### config.mk
export PLATFORM = sky130hd
export DESIGN_NAME = utf8_to_utf16_decoder
export DESIGN_NICKNAME = d
export VERILOG_FILES = /design/src/hdl/u2u_pkg.sv /design/src/hdl/u2u_step.sv /design/src/hdl/utf8_to_utf16_decoder.sv
export SDC_FILE = /design/constraint.sdc
export NUM_CORES = 1
export LEC_CHECK = 0
export ABC_AREA = 1
export BUFFER_PORTS_ARGS = -buffer_cell sky130_fd_sc_hd__buf_2
export CORE_UTILIZATION = 55
export CTS_BUF_LIST = sky130_fd_sc_hd__clkbuf_16
export DETAILED_ROUTE_END_ITERATION = 16
export PLACE_DENSITY = 0.76
export SYNTH_ARGS = -nofsm -noshare
export SYNTH_HDL_FRONTEND = slang
export SYNTH_SLANG_ARGS = --single-unit
### constraint.sdc
create_clock -name clk -period 6.1 [get_ports clk]
set_input_delay 0.305 -clock clk [delete_from_list [all_inputs] [get_ports clk]]
set_output_delay 0.305 -clock clk [all_outputs]
set_load 0.05 [all_outputs]
### src/hdl/u2u_pkg.sv
// Shared types and constants for the UTF-8 to UTF-16 byte-stream decoder.
// No dependencies; imported by u2u_step, utf8_to_utf16_decoder and the testbench.
package u2u_pkg;

  localparam int unsigned ByteW   = 8;
  localparam int unsigned UnitW   = 16;
  localparam int unsigned AccW    = 31;
  localparam int unsigned RemW    = 3;
  localparam int unsigned StatusW = 3;

  localparam logic [UnitW-1:0] ReplaceChar = 16'h003F;
  localparam logic [1:0]       ContTag     = 2'b10;

  typedef enum logic [StatusW-1:0] {
    ST_PENDING = 3'd0,
    ST_EMIT    = 3'd1,
    ST_ILLEGAL = 3'd2,
    ST_BADCONT = 3'd3,
    ST_IGNORED = 3'd4,
    ST_TRUNC   = 3'd5
  } status_t;

  // Decoder state carried from one byte to the next
  typedef struct packed {
    logic [RemW-1:0] remaining;
    logic [AccW-1:0] acc;
    logic            halted;
  } dec_state_t;

  // One result item
  typedef struct packed {
    status_t          status;
    logic [UnitW-1:0] code_unit;
    logic             halted_after;
  } dec_result_t;

endpackage

### src/hdl/u2u_step.sv
// Per-byte decode logic: current state plus one byte gives next state and result.
// Depends on u2u_pkg.
module u2u_step
  import u2u_pkg::*;
(
  input  dec_state_t       cur,
  input  logic [ByteW-1:0] byte_value,
  input  logic             last_byte,
  output dec_state_t       nxt,
  output dec_result_t      res
);

  logic [2:0]      lead_cnt;
  logic [6:0]      lead_mask;
  logic [AccW-1:0] cont_acc;
  logic [RemW-1:0] cont_rem;

  // Count leading ones of the byte, saturating at seven
  always_comb begin
    if (!byte_value[7])      lead_cnt = 3'd0;
    else if (!byte_value[6]) lead_cnt = 3'd1;
    else if (!byte_value[5]) lead_cnt = 3'd2;
    else if (!byte_value[4]) lead_cnt = 3'd3;
    else if (!byte_value[3]) lead_cnt = 3'd4;
    else if (!byte_value[2]) lead_cnt = 3'd5;
    else if (!byte_value[1]) lead_cnt = 3'd6;
    else                     lead_cnt = 3'd7;
  end

  // Payload bits of a lead byte
  always_comb begin
    case (lead_cnt)
      3'd2:    lead_mask = 7'h1F;
      3'd3:    lead_mask = 7'h0F;
      3'd4:    lead_mask = 7'h07;
      3'd5:    lead_mask = 7'h03;
      3'd6:    lead_mask = 7'h01;
      default: lead_mask = 7'h00;
    endcase
  end

  assign cont_acc = {cur.acc[AccW-7:0], byte_value[5:0]};
  assign cont_rem = cur.remaining - RemW'(1);

  // Next state and result
  always_comb begin
    logic [AccW-1:0] fin_val;
    logic            fin_en;
    fin_val          = '0;
    fin_en           = 1'b0;
    nxt              = cur;
    res.status       = ST_PENDING;
    res.code_unit    = '0;
    if (cur.halted) begin
      res.status = ST_IGNORED;
    end else if (cur.remaining == '0) begin
      if (lead_cnt == 3'd0) begin
        fin_en  = 1'b1;
        fin_val = AccW'(byte_value);
      end else if (lead_cnt == 3'd1 || lead_cnt == 3'd7) begin
        res.status = ST_ILLEGAL;
      end else if (last_byte) begin
        res.status    = ST_TRUNC;
        nxt.remaining = '0;
        nxt.acc       = '0;
      end else begin
        nxt.acc       = AccW'(byte_value[6:0] & lead_mask);
        nxt.remaining = lead_cnt - 3'd1;
      end
    end else if (byte_value[7:6] != ContTag) begin
      res.status    = ST_BADCONT;
      nxt.halted    = 1'b1;
      nxt.remaining = '0;
      nxt.acc       = '0;
    end else if (cont_rem == '0) begin
      fin_en  = 1'b1;
      fin_val = cont_acc;
    end else if (last_byte) begin
      res.status    = ST_TRUNC;
      nxt.remaining = '0;
      nxt.acc       = '0;
    end else begin
      nxt.acc       = cont_acc;
      nxt.remaining = cont_rem;
    end

    // Finish a character: replace values beyond 16 bits, halt on NUL
    if (fin_en) begin
      res.status    = ST_EMIT;
      res.code_unit = (fin_val[AccW-1:UnitW] != '0) ? ReplaceChar : fin_val[UnitW-1:0];
      nxt.remaining = '0;
      nxt.acc       = '0;
      if (fin_val == '0) nxt.halted = 1'b1;
    end

    // End of buffer clears all state
    if (last_byte) nxt = '0;
    res.halted_after = nxt.halted;
  end

endmodule

### src/hdl/utf8_to_utf16_decoder.sv
// UTF-8 to UTF-16 decoder top level: input register, decode step, result register.
// Depends on u2u_pkg and u2u_step.
// Path: a byte moves from the input register through the decode step to the result
// register when that register is free; a held result keeps the byte waiting.
// Throughput: one byte per cycle unless unit_stall holds the result; the decode
// state updates as a byte moves from the input register to the result register.
// Reset (rst, synchronous): empties both registers and clears decode state.
module utf8_to_utf16_decoder
  import u2u_pkg::*;
(
  input  logic             clk,
  input  logic             rst,
  input  logic             byte_valid,
  output logic             byte_stall,
  input  logic [ByteW-1:0] byte_value,
  input  logic             last_byte,
  output logic             unit_valid,
  input  logic             unit_stall,
  output logic [StatusW-1:0] status,
  output logic [UnitW-1:0] code_unit,
  output logic             halted_after
);

  logic             in_full;
  logic [ByteW-1:0] in_byte;
  logic             in_last;
  dec_state_t       state;
  dec_state_t       state_next;
  dec_result_t      step_res;
  dec_result_t      out_res;
  logic             advance;

  // Move a byte into the result register when that register is free
  assign advance    = in_full && (!unit_valid || !unit_stall);
  assign byte_stall = in_full && !advance;

  u2u_step u_step (
    .cur        (state),
    .byte_value (in_byte),
    .last_byte  (in_last),
    .nxt        (state_next),
    .res        (step_res)
  );

  // Input register
  always_ff @(posedge clk) begin
    if (rst) begin
      in_full <= 1'b0;
    end else if (byte_valid && !byte_stall) begin
      in_full <= 1'b1;
    end else if (advance) begin
      in_full <= 1'b0;
    end
  end

  always_ff @(posedge clk) begin
    if (byte_valid && !byte_stall) begin
      in_byte <= byte_value;
      in_last <= last_byte;
    end
  end

  // Decode state, updated once per byte
  always_ff @(posedge clk) begin
    if (rst) begin
      state <= '0;
    end else if (advance) begin
      state <= state_next;
    end
  end

  // Result register
  always_ff @(posedge clk) begin
    if (rst) begin
      unit_valid <= 1'b0;
    end else if (advance) begin
      unit_valid <= 1'b1;
    end else if (!unit_stall) begin
      unit_valid <= 1'b0;
    end
  end

  always_ff @(posedge clk) begin
    if (advance) out_res <= step_res;
  end

  assign status       = out_res.status;
  assign code_unit    = out_res.code_unit;
  assign halted_after = out_res.halted_after;

  // Only emitted results carry a code unit
  a_unit_zero: assert property (@(posedge clk) disable iff (rst)
    unit_valid && (status != ST_EMIT) |-> code_unit == '0)
    else $error("code unit nonzero on non-emit result");

  // A last byte leaves the decoder in its reset state
  a_last_clears: assert property (@(posedge clk) disable iff (rst)
    advance && in_last |=> state == '0)
    else $error("state not cleared after last byte");

  // A halted stream never has a sequence open
  a_halt_no_seq: assert property (@(posedge clk) disable iff (rst)
    state.halted |-> state.remaining == '0)
    else $error("open sequence while halted");

  // Input stalls only when both registers are held
  a_stall_full: assert property (@(posedge clk) disable iff (rst)
    byte_stall |-> in_full && unit_valid && unit_stall)
    else $error("input stalled with room available");

endmodule

==> impl_metrics.csv, run 1 <==
group,metric,value,unit
run_status,status,"finished, final reports clean",
final_layout,n_antenna_cell,0,
worst_setup_path,worstPathCellList,"inv_1, o21ai_0, nand2_1, a31oi_1, ha_1, ha_1, inv_1, nor2_1, nor2_4, nor2_8, nor2_4, nand2_4, nand2_4, inv_6, nand2_1, o21ai_0, nor2_1",
synthesis,syn_avg_cell_area,8.347,um2
sta,clock_skew,0.008377,ns
worst_setup_path,cp_max_fo,28,
final_layout,drive_above_1_share,17.01,%
routing,wire_per_inst,13.42,um
worst_setup_path,cp_slowest_stage_delay,0.42,ns
hold_path,hold_path.class,"input port to flop",
cts,cts_resized,0,
routing,vias,2454,
global_routing,grt_usage,24.79,%
synthesis,synth_warnings,0,
die,chipWidth,75.20,um
power_and_ir_drop,intPower,0.0008053,W
power_and_ir_drop,comb_power_share,13.4,%
cts,cts_hold_buf,0,
die,die-height,75.20,um
die,rows,26,
cts,clkTransAtPathRegs,0.05,ns
cts,cts.sinks,60,
cts,clock_path_buffers,2,
synthesis,syn_area,0.002947,mm2
global_routing,grt_start_max_net_pins,29,
worst_setup_path,startpoint_type,"flop",
cts,cts_made_buffers,9,
synthesis,ys_seq_area_share,50.62,%
job,drv_cap,0,
cts,clk_latency,0.33,ns
die,start_util,57.33,%
power_and_ir_drop,swShare,26.86,%
die,core-area,0.005140,mm2
routing,wl,6226,um
power_and_ir_drop,p_clk_share,44.1,%
cts,cts_setup_buffers,0,
routing,drtIter0Drc,218,
synthesis,ys_ff_latch,60,
final_layout,fillCellCount,451,
sta,maxSlewViolCount,0,
worst_setup_path,cp.arrival,3.22,ns
power_and_ir_drop,power_leakage,1.405,nW
placement,portBuffers,34,
die,fp.dieArea,0.005654,mm2
worst_setup_path,crit_type,"flop to flop",
synthesis,syn_inst,353,
sta,timing.final.crit_share,49.27,%
sta,setup_violations,0,
global_routing,grt_overflow,0,
final_layout,area_growth,16.94,%
power_and_ir_drop,powerDensity,319.5,mW/mm2
sta,worstMarginPinSlew,0.7157,ns
sta,hold_slack,0.1526,ns
sta,setup_tns,0,ns
global_routing,grt_first_pass_wirelength,10030,um
global_routing,grt_antenna_before_repair,0,
worst_setup_path,crit_required,6.31,ns
sta,fin_crit,3.006,ns
final_layout,multi_input_area,0.001235,mm2
routing,first_pass_iters,5,
synthesis,synthesis.nets,374,
sta,clock.fmax,0.3327,GHz
synthesis,synth.distinct_cells,32,
cts,htree_levels,3,
sta,hold_viol,0,
power_and_ir_drop,power_frac_seq,42.4,%
power_and_ir_drop,ir_drop,0.0001755,V
power_and_ir_drop,power_switching,0.0002958,W
placement,hpwl,4437,um
final_layout,regArea,0.001491,mm2
sta,slew_headroom,52.11,%
cts,root_buffer,"clkbuf_16",
worst_setup_path,cp_slowest_cell,"edfxtp_1",
routing,via_per_inst,5.289,
worst_setup_path,end_kind,"flop",
routing,drc,0,
die,ios,35,
cts,cts_tree,"yes",
routing,postRouteAntennaNets,0,
placement,gp_congestion,0.9657,
global_routing,grt_pass1_vias,2131,
final_layout,nets,410,
sta,rsz0062_at_grt,"no",
## cells in the final DEF, fill, tap and decap left out, types with 2 or more instances in the layout
| cell type | instances |
|---|---|
| nor2_1 | 68 |
| nand2_1 | 52 |
| inv_1 | 38 |
| buf_2 | 34 |
| dfxtp_1 | 31 |
| edfxtp_1 | 29 |
| a21oi_1 | 26 |
| o21ai_0 | 25 |
| nand3_1 | 14 |
| nor3_1 | 9 |
| clkbuf_16 | 9 |
| ha_1 | 8 |
| nand4_1 | 7 |
| o21ai_1 | 5 |
| a31oi_1 | 4 |
| nand2_4 | 3 |
| o211ai_1 | 3 |
| nor2_4 | 3 |
| nor4b_1 | 3 |
| clkinv_2 | 3 |
| a21oi_2 | 2 |
| inv_2 | 2 |
| nor2_8 | 2 |
| nand2_2 | 2 |
| clkinvlp_4 | 2 |
## metal layers
layer | vias to the layer above | share of wire [%] | track usage (%)
met5 | - | 0 | 0
met4 | 0 | 2.0 | 14.81
met3 | 11 | 6.5 | 4.150
met2 | 74 | 46 | 36.84
met1 | 1121 | 46 | 34.07
li1 | 1248 | - | -
## through the flow
step	instance area, um2	utilization [%]	instances	setup slack, ns	power, W
3_5_place_dp	3154	61.37	448	3.155	0.0006213
2_1_floorplan	2947	-	353	3.558	0.0005888
6_report	3446	67.04	464	3.094	0.001101
3_3_place_gp	3154	61.37	448	3.160	0.0006201
5_1_grt	3446	67.04	464	2.766	0.001144
4_1_cts	3446	67.04	464	3.103	0.001107
## registers in the layout (all words and copies together), names as in the netlist
signal        count
state            29
code_unit        16
in_byte           8
status            3
halted_after      1
in_full           1
in_last           1
unit_valid        1
## cell type report
class | count | share of cell area [%]
flip-flops and latches | 60 | 43.28
multi-input cells | 241 | 35.84
repair buffers | 35 | 5.156
inverters | 42 | 4.720
clock buffers | 9 | 6.536
clock inverters | 7 | 1.924
well taps | 70 | 2.542
## power by group through the flow
stage | logic [W] | registers [W] | clock network, W
after floorplan | 0.0000946 | 0.000494 | 0
after global placement | 0.000146 | 0.000474 | 0
after detailed placement | 0.000147 | 0.000475 | 0
after CTS | 0.000148 | 0.000467 | 0.000492
after global routing | 0.000166 | 0.000471 | 0.000507
final | 0.000148 | 0.000467 | 0.000486
## cells by family after synthesis
kind of cell             synth area share [%]
adder cells (fa/ha/maj)                 3.397
buffers and inverters                   7.601
AND/OR/NAND/NOR                         26.33
flip-flops                              50.62
AO/OA/AOI/OAI                           12.06
## synth_stat cells
master | number | area, um2
nand3b_1 | 1 | 7.510
o21ai_0 | 25 | 125.1
nand2_2 | 2 | 12.51
a21oi_2 | 1 | 8.760
nor4b_1 | 3 | 26.28
nor2_1 | 68 | 255.2
a31oi_1 | 4 | 25.02
ha_1 | 8 | 100.1
inv_2 | 2 | 7.510
edfxtp_1 | 29 | 870.8
clkbuf_1 | 3 | 11.26
inv_1 | 38 | 142.6
nor2_2 | 1 | 6.260
buf_4 | 1 | 7.510
buf_2 | 4 | 20.02
nor4_1 | 1 | 6.260
o211ai_1 | 3 | 22.52
nor2_4 | 3 | 33.78
clkinv_1 | 1 | 3.750
dfxtp_1 | 31 | 620.6
o22ai_1 | 1 | 6.260
nand2_1 | 52 | 195.2
o21ai_1 | 5 | 25.02
nor3_1 | 9 | 45.04
nand3_1 | 14 | 70.07
inv_6 | 1 | 8.760
a21oi_1 | 27 | 135.1
buf_6 | 2 | 22.52
a211oi_1 | 1 | 7.510
nand4_1 | 7 | 43.79
nand2_4 | 3 | 33.78
nor2_8 | 2 | 40.04
## critical path: cells and delay by family (launching register included)
| family | cells | cell delay, ns |
|---|---|---|
| flops | 1 | 0.42 |
| buf+inv | 3 | 0.37 |
| compound gates | 3 | 0.54 |
| fa+ha+maj | 2 | 0.39 |
| simple gates | 9 | 1.15 |
## worst paths after layout
path	startpoint	end	slack (ns)	cells after the start
worst max-delay path	in_byte[2]	state[10]	3.09	17
worst min-delay path	byte_value[2]	in_byte[2]	0.15	1
worst max register to register	in_byte[2]	state[10]	3.09	17
worst min register to register	state[20]	state[20]	0.45	2
Note: power is estimated with default switching activity, not from simulation.
==> inputs of run 2 (changes only) <==
Clock period 6.1 ns to 2.9 ns, I/O delays scaled along.
==> run 2 against run 1 <==
  * Sequential share of layout area is 2.1 points lower
  * Register-to-register slack worse by 2.8 ns
  * Highest routed layer unchanged
  * Largest power group unchanged
  * Critical path depth is 1 lower
  * Sequential power is 110% higher
  * Worst hold slack worse by 0.053 ns
  * Clock skew hardly changed
  * Count of clock-buffer cells in the layout is 1 higher
  * Critical endpoint is now state[32]
==> impl_metrics.csv, run 2 (synthesis results as in run 1) <==
group,metric,value,unit
worst_setup_path,crit_type,"flop to flop",
routing,postRouteAntennaNets,0,
sta,clock_skew,0.008567,ns
die,die-height,75.20,um
global_routing,grt_usage,27.93,%
routing,vias,2591,
cts,cts.sinks,60,
die,rows,26,
final_layout,drive_above_1_share,18.89,%
worst_setup_path,end_kind,"flop",
hold_path,worstHoldPathCells,3,
worst_setup_path,worstPathCellList,"nand2_1, a21oi_1, nor2_2, inv_1, ha_1, ha_1, inv_1, nor2_2, nor2_4, nor2_8, nor2_4, nand2_4, nand2_4, buf_4, nand2_1, a21oi_1",
placement,hpwl,4743,um
global_routing,grt_overflow,0,
final_layout,n_antenna_cell,0,
sta,setup_violations,0,
die,start_util,57.33,%
power_and_ir_drop,ir_drop,0.0004083,V
worst_setup_path,cpLargestDelayFamily,"simple AND/OR/NAND/NOR gates",
power_and_ir_drop,comb_power_share,15.0,%
sta,slew_headroom,68.25,%
cts,cts_tree,"yes",
placement,pre_cts_slack,0.2317,ns
final_layout,layout_common_cells,"nor2_1 (66), nand2_1 (52), inv_1 (39)",
worst_setup_path,r2r_start,"in_byte[5]",
power_and_ir_drop,powerDensity,638.8,mW/mm2
hold_path,hold_path.class,"input port to flop",
sta,setup_tns,0,ns
global_routing,grt_first_pass_wirelength,11380,um
final_layout,final_common_cell,"nor2_1",
worst_setup_path,cp_slowest_stage_delay,0.44,ns
hold_path,min-delay-start,"byte_valid",
cts,cts_made_buffers,9,
sta,timing.final.crit_share,91.38,%
worst_setup_path,r2r_cells,16,
placement,gp_congestion,0.9941,
global_routing,grt_antenna_before_repair,0,
power_and_ir_drop,p_clk_share,42.6,%
cts,clk_latency,0.33,ns
job,drv_cap,0,
routing,wire_per_inst,14.28,um
die,chipWidth,75.20,um
worst_setup_path,startpoint_type,"flop",
routing,drc,0,
sta,clock.fmax,0.3774,GHz
sta,hold_viol,0,
worst_setup_path,cp_max_fo,17,
power_and_ir_drop,swShare,27.54,%
power_and_ir_drop,power_switching,0.0006368,W
sta,maxSlewViolCount,0,
sta,rsz0062_at_grt,"no",
hold_path,worstHoldEndpoint,"in_full",
global_routing,grt_start_max_net_pins,28,
die,ios,35,
sta,fin_ws,0.2499,ns
cts,root_buffer,"clkbuf_16",
routing,first_pass_iters,5,
global_routing,grt_pass1_vias,2422,
worst_setup_path,cp.buffers_inverters,3,
power_and_ir_drop,power_leakage,1.495,nW
sta,fin_crit,2.650,ns
final_layout,fin_area,0.003620,mm2
power_and_ir_drop,intPower,0.001675,W
routing,wl,6897,um
worst_setup_path,cp.arrival,2.90,ns
cts,htree_levels,3,
cts,clkTransAtPathRegs,0.05,ns
placement,placed_cell_area,0.003214,mm2
die,fp.dieArea,0.005654,mm2
routing,drtIter0Drc,204,
placement,portBuffers,34,
die,core-area,0.005140,mm2
worst_setup_path,ff2ff_setup_slack,0.25,ns
cts,clock_path_buffers,2,
worst_setup_path,cp_slowest_cell,"edfxtp_1",
final_layout,max_flop_register,"state",
routing,via_per_inst,5.364,
final_layout,largest_reg_flops,29,
worst_setup_path,crit_required,3.15,ns
final_layout,area_growth,22.84,%
final_layout,nets,429,
run_status,status,"finished, final reports clean",
worst_setup_path,r2r-end,"state[32]",
power_and_ir_drop,power_frac_seq,42.4,%
sta,worstMarginPinSlew,0.4745,ns
## run 2: cell count changes in the layout (fill, tap and decap cells not counted), moves of 2 or more
cell / before / now
clkinvlp_4: 2 / 0
nor2_2: 1 / 3
clkinv_1: 1 / 3
nor2_1: 68 / 66
buf_4: 1 / 11
dlygate4sd3_1: 0 / 9
## run 2: layer usage
layer  routed length, um  part of all wire [%]  track usage (%)
met5                   0                     0                0
met4                 250                   3.6            16.46
met3                 449                   6.5            6.158
met2                3078                    45            42.84
met1                3119                    45            36.39
## run 2: worst max path at each step
stage                     cells after the start  slack, ns  startpoint   endpoint
final                                        16       0.25  in_byte[5]  state[32]
after detailed placement                     15       0.23  in_byte[6]  state[16]
after global routing                         16       0.01  in_byte[5]   state[7]
after global placement                       16       0.27  in_byte[2]   state[2]
after floorplan                               5       0.36  unit_valid  state[21]
after CTS                                    16       0.22  in_byte[2]   state[2]
## run 2: final cells by class
type / instances / area (um2)
fill: 426 / 1520
sequential: 60 / 1491
multi-input combinational: 241 / 1252
timing repair buffer: 54 / 342.8
clock buffer: 10 / 250.2
inverter: 42 / 165.2
tap: 70 / 87.58
clock inverter: 6 / 30.03
## run 2: through the flow
step	utilization, %	power, W	instances	hold slack, ns
after global routing	70.42	0.002399	483	0.1147
after floorplan	-	0.001238	353	0.2074
after global placement	62.54	0.001315	456	0.3216
final	70.42	0.002312	483	0.09955
after CTS	69.74	0.002305	481	0.1051
after detailed placement	62.54	0.001321	456	0.3237
## run 2: worst min-delay path, cell delays in order
cell and delay (ns):
buf_2 0.09, nand2_1 0.07, a21oi_1 0.06
## run 2: power by group through the flow
| stage | clock network (W) | logic [W] | registers (W) |
|---|---|---|---|
| CTS | 0.000989 | 0.000334 | 0.000982 |
| global route | 0.00103 | 0.000383 | 0.000988 |
| finish | 0.000984 | 0.000346 | 0.000981 |
| detailed placement | 0 | 0.000323 | 0.000998 |
| floorplan | 0 | 0.000199 | 0.00104 |
| global placement | 0 | 0.000317 | 0.000997 |
## run 2: timing repair
item                                    4_1_cts  5_1_grt
gates resized for setup                       0        5
hold buffers                                  9        0
hold endpoints to repair                      9        0
endpoints found under the setup margin        0       20
setup buffers                                 0        2
==> inputs of run 3 (changes only) <==
Settings changed: CTS_BUF_LIST sky130_fd_sc_hd__clkbuf_16 to sky130_fd_sc_hd__clkbuf_2 sky130_fd_sc_hd__clkbuf_4 sky130_fd_sc_hd__clkbuf_8, PLACE_DENSITY 0.76 to default, PLACE_DENSITY_LB_ADDON from default to 0.3.
==> run 3 against run 2 <==
  * Core utilization fell by 1.6 points
  * Worst setup slack lost 0.045 ns
  * Cell count up 0.21%
  * Critical path type unchanged
  * Register-to-register slack got worse by 0.04 ns
  * Sequential share of layout area grew 0.95 points
==> impl_metrics.csv, run 3 (synthesis results as in run 1) <==
group,metric,value,unit
worst_setup_path,r2r_cells,16,
routing,via_per_inst,5.374,
worst_setup_path,crit_type,"flop to flop",
die,die-height,75.20,um
global_routing,grt_antenna_before_repair,0,
hold_path,worstHoldPathCells,3,
final_layout,regArea,0.001491,mm2
cts,cts_made_buffers,9,
routing,postRouteAntennaNets,0,
final_layout,nets,430,
final_layout,max_flop_register,"state",
final_layout,fin_area,0.003538,mm2
final_layout,postLayoutCoreUtil,68.84,%
power_and_ir_drop,powerDensity,568.6,mW/mm2
sta,fin_crit,2.695,ns
routing,drc,0,
final_layout,layout_common_cells,"nor2_1 (66), nand2_1 (52), inv_1 (38)",
placement,hpwl,4549,um
placement,portBuffers,34,
worst_setup_path,crit_required,3.14,ns
worst_setup_path,cp.arrival,2.94,ns
worst_setup_path,end_kind,"flop",
sta,slew_headroom,65.40,%
cts,clk_latency,0.35,ns
run_status,status,"finished, final reports clean",
die,rows,26,
die,start_util,57.33,%
global_routing,grt_usage,26.52,%
final_layout,largest_reg_flops,29,
cts,root_buffer,"clkbuf_8",
final_layout,fillCellCount,434,
worst_setup_path,cp_max_fo,28,
cts,clock_path_buffers,2,
die,chipWidth,75.20,um
routing,vias,2601,
placement,gp_congestion,0.9750,
sta,clock.fmax,0.3711,GHz
global_routing,grt_pass1_vias,2395,
worst_setup_path,cp_slowest_cell,"edfxtp_1",
cts,clkTransAtPathRegs,0.07,ns
final_layout,area_growth,20.08,%
sta,worstMarginPinSlew,0.5184,ns
job,drv_cap,0,
sta,timing.final.crit_share,92.92,%
worst_setup_path,cp_slowest_stage_delay,0.46,ns
routing,drtIter0Drc,212,
sta,hold_slack,0.08550,ns
sta,clock_skew,0.01048,ns
final_layout,drive_above_1_share,19.81,%
final_layout,stdcell_count,484,
final_layout,multi_input_area,0.001261,mm2
routing,wire_per_inst,13.87,um
worst_setup_path,startpoint_type,"flop",
cts,cts.sinks,60,
sta,fin_ws,0.2053,ns
final_layout,final_common_cell,"nor2_1",
global_routing,grt_overflow,0,
routing,first_pass_iters,5,
global_routing,grt_first_pass_wirelength,10830,um
die,fp.dieArea,0.005654,mm2
die,core-area,0.005140,mm2
sta,hold_viol,0,
sta,setup_violations,0,
placement,pre_cts_slack,0.1414,ns
placement,placed_cell_area,0.003199,mm2
power_and_ir_drop,power_leakage,1.456,nW
die,ios,35,
global_routing,grt_start_max_net_pins,29,
sta,maxSlewViolCount,0,
cts,cts_tree,"yes",
routing,wl,6714,um
worst_setup_path,worstPathCellList,"nand2_1, a21oi_1, nor2_2, inv_1, ha_1, ha_1, inv_1, nor2_2, nor2_4, nor2_8, nor2_4, nand2_4, nand2_8, clkinv_8, o21ai_0, nor2_1",
power_and_ir_drop,ir_drop,0.0003837,V
cts,htree_levels,3,
final_layout,n_antenna_cell,0,
hold_path,hold_path.class,"input port to flop",
placement,dp.cells,454,
## run 3: cell count changes in the layout (fill, tap and decap cells not counted), sizes merged
cell    delta
clkbuf     +4
clkinv     -2
inv        -2
buf        +1
## run 3: power breakdown
group	switching, W	leakage [nW]	internal, W
clock	0.000309	0.0981	0.000369
combinational	0.000241	0.822	0.000114
sequential	0.0000326	0.536	0.000946
## run 3: path summary, 6_finish.rpt
kind                                  from         to  slack [ns]
worst max-delay path            in_byte[5]   state[1]        0.21
worst min-delay path            byte_valid    in_full        0.09
worst max register to register  in_byte[5]   state[1]        0.21
worst min register to register   state[23]  state[23]        0.46
## run 3: layout make-up
cell class | instances | area share [%]
Inverter | 42 | 4.809
Clock inverter | 2 | 0.2829
Clock buffer | 14 | 4.738
Multi-Input combinational cell | 241 | 35.64
Sequential cell | 60 | 42.15
Tap cell | 70 | 2.475
Timing Repair Buffer | 55 | 9.901
## run 3: layer usage
metal	share of wire [%]	routed length, um	up-vias	track usage (%)
li1	-	-	1287	-
met1	44	2930	1184	34.55
met2	46	3066	111	40.74
met3	7.9	528	19	6.693
met4	2.8	189	0	14.20
met5	0	0	-	0
## run 3: critical path: cells and delay by family, from the launching register on
family                     cells  cell delay, ns
adders and majority gates      2            0.41
AOI/OAI and AO/OA              2            0.24
buffers and inverters          3            0.33
DFF                            1            0.46
and+or+nand+nor                9            1.14
## run 3: repair_timing
| action | 4_1_cts | 5_1_grt |
|---|---|---|
| hold buffers | 9 | 0 |
| setup endpoints to repair | 0 | 24 |
| buffers inserted | 0 | 5 |
| gates resized for setup | 0 | 8 |
| hold endpoints to repair | 9 | 0 |
## run 3: metrics by stage
step / power, W / TNS, ns
after global placement: 0.001311 / 0
after floorplan: 0.001238 / 0
after CTS: 0.001991 / 0
final: 0.002012 / 0
after detailed placement: 0.001318 / 0
after global routing: 0.002090 / -0.04931
